`src/rtl/core/spq_pkg.sv`:
```
// Shared constants and control types for the stable priority queue.
// Used by spq_ctrl, spq_datapath and stable_priority_queue; no dependencies.
package spq_pkg;

  // Default sizes handed to the top-level parameters
  localparam int DEF_QUEUE_DEPTH   = 16;
  localparam int DEF_ID_BITS       = 8;
  localparam int DEF_PRIORITY_BITS = 8;

  // Occupancy field is fixed at five bits, carrying the low bits of the count
  localparam int OCC_BITS = 5;

  // Command codes on the input word
  localparam logic CMD_INSERT = 1'b0;
  localparam logic CMD_REMOVE = 1'b1;

  // Controller to datapath commands
  typedef struct packed {
    logic load;    // capture a result word this cycle
    logic ins;     // insert the incoming entry into the cell array
    logic rem;     // pop the head cell
  } dp_cmd_t;

  // Datapath to controller status
  typedef struct packed {
    logic empty;
    logic full;
  } dp_status_t;

endpackage

```
`src/rtl/core/spq_ctrl.sv`:
```
// Handshake controller for the stable priority queue.
// Depends on spq_pkg; drives dp_cmd_t to spq_datapath and reads dp_status_t.
module spq_ctrl
  import spq_pkg::*;
(
  input  logic       clk,
  input  logic       rst_n,
  input  logic       in_valid,
  output logic       in_stall,
  input  logic       in_cmd,
  output logic       out_valid,
  input  logic       out_stall,
  input  dp_status_t status,
  output dp_cmd_t    cmd
);

  localparam logic ST_IDLE = 1'b0;  // no result word waiting
  localparam logic ST_HOLD = 1'b1;  // result word held in the output register

  logic state_r;
  logic state_nxt;
  logic accept;

  // Stall the input only while a held result is itself stalled
  assign in_stall  = (state_r == ST_HOLD) && out_stall;
  assign accept    = in_valid && !in_stall;
  assign out_valid = (state_r == ST_HOLD);

  // Decode the accepted word into datapath commands
  always_comb begin
    cmd.load = accept;
    cmd.ins  = accept && (in_cmd == CMD_INSERT) && !status.full;
    cmd.rem  = accept && (in_cmd == CMD_REMOVE) && !status.empty;
  end

  // Advance the output-register state
  always_comb begin
    state_nxt = state_r;
    case (state_r)
      ST_IDLE: begin
        if (accept) state_nxt = ST_HOLD;
      end
      ST_HOLD: begin
        if (accept) state_nxt = ST_HOLD;
        else if (!out_stall) state_nxt = ST_IDLE;
      end
      default: state_nxt = ST_IDLE;
    endcase
  end

  always_ff @(posedge clk) begin
    if (!rst_n) begin
      state_r <= ST_IDLE;
    end else begin
      state_r <= state_nxt;
    end
  end

endmodule

```
`src/rtl/core/spq_datapath.sv`:
```
// Sorted shift-register cell array and result register of the priority queue.
// Depends on spq_pkg; commanded by spq_ctrl.
module spq_datapath
  import spq_pkg::*;
#(
  parameter int QUEUE_DEPTH   = DEF_QUEUE_DEPTH,
  parameter int ID_BITS       = DEF_ID_BITS,
  parameter int PRIORITY_BITS = DEF_PRIORITY_BITS
) (
  input  logic                     clk,
  input  logic                     rst_n,
  input  dp_cmd_t                  cmd,
  output dp_status_t               status,
  input  logic [ID_BITS-1:0]       in_entry_id,
  input  logic [PRIORITY_BITS-1:0] in_entry_priority,
  output logic [ID_BITS-1:0]       out_removed_id,
  output logic                     out_removed_valid,
  output logic                     out_insert_accepted,
  output logic [OCC_BITS-1:0]      out_occupancy
);

  localparam int CNT_W = $clog2(QUEUE_DEPTH + 1);

  logic [ID_BITS-1:0]       id_r   [QUEUE_DEPTH];
  logic [PRIORITY_BITS-1:0] prio_r [QUEUE_DEPTH];
  logic [CNT_W-1:0]         count_r;
  logic [CNT_W-1:0]         count_nxt;
  logic [QUEUE_DEPTH-1:0]   stays;   // cell is valid and ranks ahead of the new entry

  logic [ID_BITS-1:0]  removed_id_r;
  logic                removed_valid_r;
  logic                insert_accepted_r;
  logic [OCC_BITS-1:0] occupancy_r;

  assign status.empty = (count_r == '0);
  assign status.full  = (count_r == CNT_W'(QUEUE_DEPTH));

  // Per-cell compare and shift; equal priority stays ahead for arrival order
  for (genvar i = 0; i < QUEUE_DEPTH; i++) begin : g_cell
    assign stays[i] = (CNT_W'(i) < count_r) && (prio_r[i] <= in_entry_priority);

    if (i == 0) begin : g_head
      always_ff @(posedge clk) begin
        if (cmd.ins) begin
          if (!stays[0]) begin
            id_r[0]   <= in_entry_id;
            prio_r[0] <= in_entry_priority;
          end
        end else if (cmd.rem && QUEUE_DEPTH > 1) begin
          id_r[0]   <= id_r[1];
          prio_r[0] <= prio_r[1];
        end
      end
    end else if (i == QUEUE_DEPTH - 1) begin : g_tail
      always_ff @(posedge clk) begin
        if (cmd.ins && !stays[i]) begin
          if (stays[i-1]) begin
            id_r[i]   <= in_entry_id;
            prio_r[i] <= in_entry_priority;
          end else begin
            id_r[i]   <= id_r[i-1];
            prio_r[i] <= prio_r[i-1];
          end
        end
      end
    end else begin : g_mid
      always_ff @(posedge clk) begin
        if (cmd.ins) begin
          if (!stays[i]) begin
            if (stays[i-1]) begin
              id_r[i]   <= in_entry_id;
              prio_r[i] <= in_entry_priority;
            end else begin
              id_r[i]   <= id_r[i-1];
              prio_r[i] <= prio_r[i-1];
            end
          end
        end else if (cmd.rem) begin
          id_r[i]   <= id_r[i+1];
          prio_r[i] <= prio_r[i+1];
        end
      end
    end
  end

  // Track occupancy
  always_comb begin
    count_nxt = count_r;
    if (cmd.ins) count_nxt = count_r + CNT_W'(1);
    else if (cmd.rem) count_nxt = count_r - CNT_W'(1);
  end

  always_ff @(posedge clk) begin
    if (!rst_n) begin
      count_r <= '0;
    end else begin
      count_r <= count_nxt;
    end
  end

  // Capture the result word
  always_ff @(posedge clk) begin
    if (cmd.load) begin
      removed_id_r      <= cmd.rem ? id_r[0] : '0;
      removed_valid_r   <= cmd.rem;
      insert_accepted_r <= cmd.ins;
      occupancy_r       <= OCC_BITS'(count_nxt);
    end
  end

  assign out_removed_id      = removed_id_r;
  assign out_removed_valid   = removed_valid_r;
  assign out_insert_accepted = insert_accepted_r;
  assign out_occupancy       = occupancy_r;

endmodule

```
`src/rtl/core/stable_priority_queue.sv`:
```
// Stable priority queue: bounded, sorted by priority, arrival order on ties.
// Input word: in_cmd (insert or remove), in_entry_id, in_entry_priority.
// Result word: out_removed_id, out_removed_valid, out_insert_accepted and
// out_occupancy, the entry count after the step (low five bits).
// Every accepted input word gives exactly one result word, in order.
// A word is taken when valid is high and stall low. Insert places the entry
// behind all stored entries of lower or equal priority number; remove pops
// the head. Remove on empty and insert on full leave the queue unchanged.
// The result word is loaded into the output register at the accepting edge
// and is offered in the following cycle. Throughput is one word per cycle
// while the receiver does not stall, set by the cell array, where every cell
// compares against the new priority in parallel and shifts by one position.
// When the receiver stalls, the held result word stays put and the input
// is stalled in turn; a word is accepted again once the result is taken.
// Synchronous active-low reset empties the queue and drops any held result;
// no clearing pass is needed, so words are accepted right after reset.
// Depends on spq_pkg, spq_ctrl and spq_datapath.
module stable_priority_queue
  import spq_pkg::*;
#(
  parameter int QUEUE_DEPTH   = DEF_QUEUE_DEPTH,
  parameter int ID_BITS       = DEF_ID_BITS,
  parameter int PRIORITY_BITS = DEF_PRIORITY_BITS
) (
  input  logic                     clk,
  input  logic                     rst_n,
  input  logic                     in_valid,
  output logic                     in_stall,
  input  logic                     in_cmd,
  input  logic [ID_BITS-1:0]       in_entry_id,
  input  logic [PRIORITY_BITS-1:0] in_entry_priority,
  output logic                     out_valid,
  input  logic                     out_stall,
  output logic [ID_BITS-1:0]       out_removed_id,
  output logic                     out_removed_valid,
  output logic                     out_insert_accepted,
  output logic [OCC_BITS-1:0]      out_occupancy
);

  dp_cmd_t    cmd;
  dp_status_t status;

  // Controller: handshake and command decode
  spq_ctrl u_ctrl (
    .clk       (clk),
    .rst_n     (rst_n),
    .in_valid  (in_valid),
    .in_stall  (in_stall),
    .in_cmd    (in_cmd),
    .out_valid (out_valid),
    .out_stall (out_stall),
    .status    (status),
    .cmd       (cmd)
  );

  // Datapath: sorted cell array and result register
  spq_datapath #(
    .QUEUE_DEPTH   (QUEUE_DEPTH),
    .ID_BITS       (ID_BITS),
    .PRIORITY_BITS (PRIORITY_BITS)
  ) u_datapath (
    .clk                 (clk),
    .rst_n               (rst_n),
    .cmd                 (cmd),
    .status              (status),
    .in_entry_id         (in_entry_id),
    .in_entry_priority   (in_entry_priority),
    .out_removed_id      (out_removed_id),
    .out_removed_valid   (out_removed_valid),
    .out_insert_accepted (out_insert_accepted),
    .out_occupancy       (out_occupancy)
  );

endmodule
```
`config.mk`:
```
export PLATFORM = sky130hd
export DESIGN_NAME = stable_priority_queue
export DESIGN_NICKNAME = d
export VERILOG_FILES = /design/src/rtl/core/spq_pkg.sv /design/src/rtl/core/spq_ctrl.sv /design/src/rtl/core/spq_datapath.sv /design/src/rtl/core/stable_priority_queue.sv
export SDC_FILE = /design/constraint.sdc
export NUM_CORES = 1
export LEC_CHECK = 0
export BUFFER_PORTS_ARGS = -buffer_cell sky130_fd_sc_hd__clkbuf_2
export CAP_MARGIN = 30
export CORE_MARGIN = 2
export CORE_UTILIZATION = 50
export DETAILED_ROUTE_END_ITERATION = 8
export PLACE_DENSITY_LB_ADDON = 0.08
export SLEW_MARGIN = 10
export SYNTH_ARGS = -nofsm -noshare
export SYNTH_HDL_FRONTEND = slang
export SYNTH_SLANG_ARGS = --single-unit
export TNS_END_PERCENT = 50
```
`constraint.sdc`:
```
create_clock -name clk -period 3.65 [get_ports clk]
set_input_delay 0.365 -clock clk [delete_from_list [all_inputs] [get_ports clk]]
set_output_delay 0.365 -clock clk [all_outputs]
set_load 0.005 [all_outputs]
```
==> results.md <==
* Hold path startpoint: in_valid
* H-tree depth at 2
* Worst endpoint required time at 3.93 ns
* Area delta synth->final at 11.7%
* Layout cells sized above 1 at 12.2%
* Routed wire length at 42900 um
* CTS sink count at 277
* Starting density of the core at 50.7%
* Worst r2r src: u_datapath.count_r[0]
* Min Hold Slack at 0.0686 ns
* EDFF count, synth at 271
* Setup repair bufs after CTS at 0
* Fin. Hold Viols at 0
* Crit-path cells: inv_1, ha_1, a311o_1, buf_4, a211oi_2, nor2b_1, buf_4, mux2_2
* Measured slew at the worst slew-check pin at 0.852 ns
* Max_cap viols at 0
* Placed cell areas at 16800 um2
* CTS max path bufs at 3
* # DRC at 0
* R2R Setup Slk at 0.53 ns
* Die height at 183 um
* Rows at 65
* Gr usage total at 26.0%
* Post-Place Setup Slack at 0.220 ns
* VDD IR max at 0.427 mV
* Sum of negative setup slack at 0 ns
* Root buffer cell: clkbuf_16
* Worst setup path start: u_datapath.count_r[0]
* Worst path most repeated cell: buf_4
* DR vias at 11800
* Leak at 7.00 nW
* DRT iter0 DRCs at 1084
* Switch share at 34.6%
* Hold depth at 2
* Largest net degree at the start of global routing at 63
* Max Slew Vio Count at 0
* Crit path DAT at 3.40 ns
* First-pass iteration count of the detailed router at 6
* PD cells at 699 nW/um2
* Flops & latches, synth at 277
* # hold bufs at CTS at 0
* Sequential share of the synthesized area at 51.7%
* Tcrit/Tclk final at 85.4%
* Clock skew at 0.0170 ns
* Post-synth top flop: edfxtp_1
* Yosys cell types at 55
* Mapped Cells at 1407
* Max Fclk at 321 MHz
* Total CTS buffers at 34
* Ys Warns at 0
* Worst relative slew slack at 43.1%
* Post-placement cell count at 1803
* Post-detail-place hpwl at 30700 um
* Worst Hold Path EP: u_ctrl.out_valid
* Worst setup margin at 0.533 ns
* Worst Path Class, Setup: reg -> reg
* Synth top area cells: edfxtp_1, ha_1, a221o_1
* Clock slew at reported path FFs at 0.06 ns
* Final nets at 1590
* Psw at 0.00432 W
* Gate power share at 30.7%
* Yosys top cell area share at 51.0%
* Final setup viols at 0
* Clock group share of total power at 26.4%
* Reg2Reg Depth at 8
* Post-DR wirelength/cell at 23.0 um
* Unrepaired setup endpoints after global routing: false
* Total grt overflow at 0
* Post-CTS sizing at 0
* Flop pwr share at 42.9%
* DIE WIDTH at 183 um
* First-pass GRT wire length at 68100 um
* Tmin final at 3.12 ns
* # diodes at 0
* Post-DR vias/cell at 6.31
* Reg2Reg Capture Point: u_datapath.id_r[3][29]
* Setup crit end kind: flip-flop
* Post-synth top cells: edfxtp_1, nor2_1, a221o_1, nand2_1, ha_1
* Mapped Area at 16000 um2
* Non-Filler Instances at 1863
* Slowest CP cell: dfxtp_1
* Vias in the first global route at 11900
* Total die area at 33400 um2
* Most frequent cell after synthesis: edfxtp_1
* Crit path buf inv count at 3
* CP top delay family: buffers and inverters
* HP Class: in -> reg
* RePlAce Congestion at 0.835
* Initial antenna violation count at 0
* Syn nets at 1560
* CTS tree: built
* Avg Cell Area, Syn at 11.4 um2
* CP peak stage delay at 0.59 ns
* Total internal power at 0.00815 W
* Crit path launch type: flip-flop
* Ports at 38
* Post-Layout Inst Area at 17800 um2
* I/O Buffers at 37
* Async set-reset flop share out of synthesis at 0%
* Status: finished, final reports clean
* Latest clock arrival within the worst-skew pair at 0.53 ns
* Core area at 31500 um2
* Final ANT Viol Nets at 0
* Area leader, netlist: edfxtp_1
* Crit path max fanout at 19
[state kept, by name (all words and copies together), names as in the netlist]
name,count
u_datapath.id_r,128
u_datapath.count_r,5
u_datapath.out_removed_valid,1
u_datapath.out_removed_id,8
u_datapath.out_insert_accepted,1
u_datapath.prio_r,128
u_datapath.out_occupancy,5
u_ctrl.out_valid,1
[cell families (layout without fill, tap and decap cells)]
group	Yosys count	after routing	synth area share, %
muxes	48	48	3.13
buffers and inverters	134	188	3.67
AOI/OAI and AO/OA	406	406	19.9
and+or+nand+nor	405	405	11.0
DFF	277	277	51.7
adders and majority gates	132	132	10.3
xor gates and xnor gates	5	5	0.274
[layout make-up]
type,count,area [um2]
Timing Repair Buffer,95,721
Sequential cell,277,8260
Multi-Input combinational cell,996,7160
Tap cell,402,503
Fill cell,2706,13600
Clock buffer,46,906
Clock inverter,14,153
Inverter,33,131
[stage by stage]
| step | util, % | total power (W) |
|---|---|---|
| 3_3_place_gp | 53.3 | 0.00906 |
| 2_1_floorplan | - | 0.00783 |
| 4_1_cts | 56.7 | 0.0125 |
| 5_1_grt | 56.7 | 0.0132 |
| 3_5_place_dp | 53.3 | 0.00918 |
| 6_report | 56.7 | 0.0125 |
[worst reg2reg max path, stage by stage (launching register included)]
cell and delay (ns):
dfxtp_1 0.59, inv_1 0.21, ha_1 0.30, a311o_1 0.36, buf_4 0.24, a211oi_2 0.25
nor2b_1 0.30, buf_4 0.27, mux2_2 0.36
[routing by layer]
metal / part of all wire (%) / GRT usage [%] / up-vias
met2: 47 / 43.2 / 274
li1: - / - / 5561
met3: 3.7 / 2.81 / 72
met4: 2.2 / 7.10 / 0
met1: 47 / 36.5 / 5854
met5: 0 / 0 / -
[how the worst max path moves through the flow]
stage,endpoint,slack (ns),depth (start not counted)
floorplan,u_datapath.id_r[0][16],0.21,9
global placement,u_datapath.id_r[2][13],0.30,10
detailed placement,u_datapath.id_r[3][7],0.22,11
CTS,u_datapath.id_r[3][25],0.54,8
global route,u_datapath.prio_r[1][60],0.41,8
finish,u_datapath.id_r[3][29],0.53,8
[power groups by stage]
stage / clock network [W] / registers, W / logic [W]
final: 0.00330 / 0.00534 / 0.00383
after global routing: 0.00346 / 0.00541 / 0.00428
after CTS: 0.00334 / 0.00533 / 0.00382
after detailed placement: 0 / 0.00538 / 0.00380
after global placement: 0 / 0.00539 / 0.00367
after floorplan: 0 / 0.00511 / 0.00273
[layout by cell type (no fill, tap or decap), types with 4 or more instances in the layout]
| master | n |
|---|---|
| edfxtp_1 | 271 |
| nor2_1 | 161 |
| a221o_1 | 153 |
| nand2_1 | 143 |
| ha_1 | 132 |
| a21oi_1 | 67 |
| buf_4 | 50 |
| clkbuf_2 | 37 |
| clkbuf_16 | 34 |
| mux2i_1 | 32 |
| inv_1 | 31 |
| o21ai_0 | 30 |
| and2_1 | 30 |
| o21ai_1 | 30 |
| nand4_1 | 27 |
| a31oi_1 | 20 |
| a21o_1 | 16 |
| mux2_2 | 16 |
| a211oi_1 | 14 |
| nor2b_1 | 14 |
| clkbuf_1 | 11 |
| o211ai_1 | 9 |
| o31ai_1 | 9 |
| a22oi_1 | 8 |
| a22o_1 | 8 |
| o221ai_1 | 8 |
| buf_12 | 8 |
| o21a_1 | 7 |
| nand3_1 | 6 |
| nor2_2 | 6 |
| dfxtp_1 | 6 |
| clkinv_1 | 5 |
| o31a_1 | 5 |
| a311oi_1 | 4 |
| nor3_1 | 4 |
(Power assumes the default switching activity.)
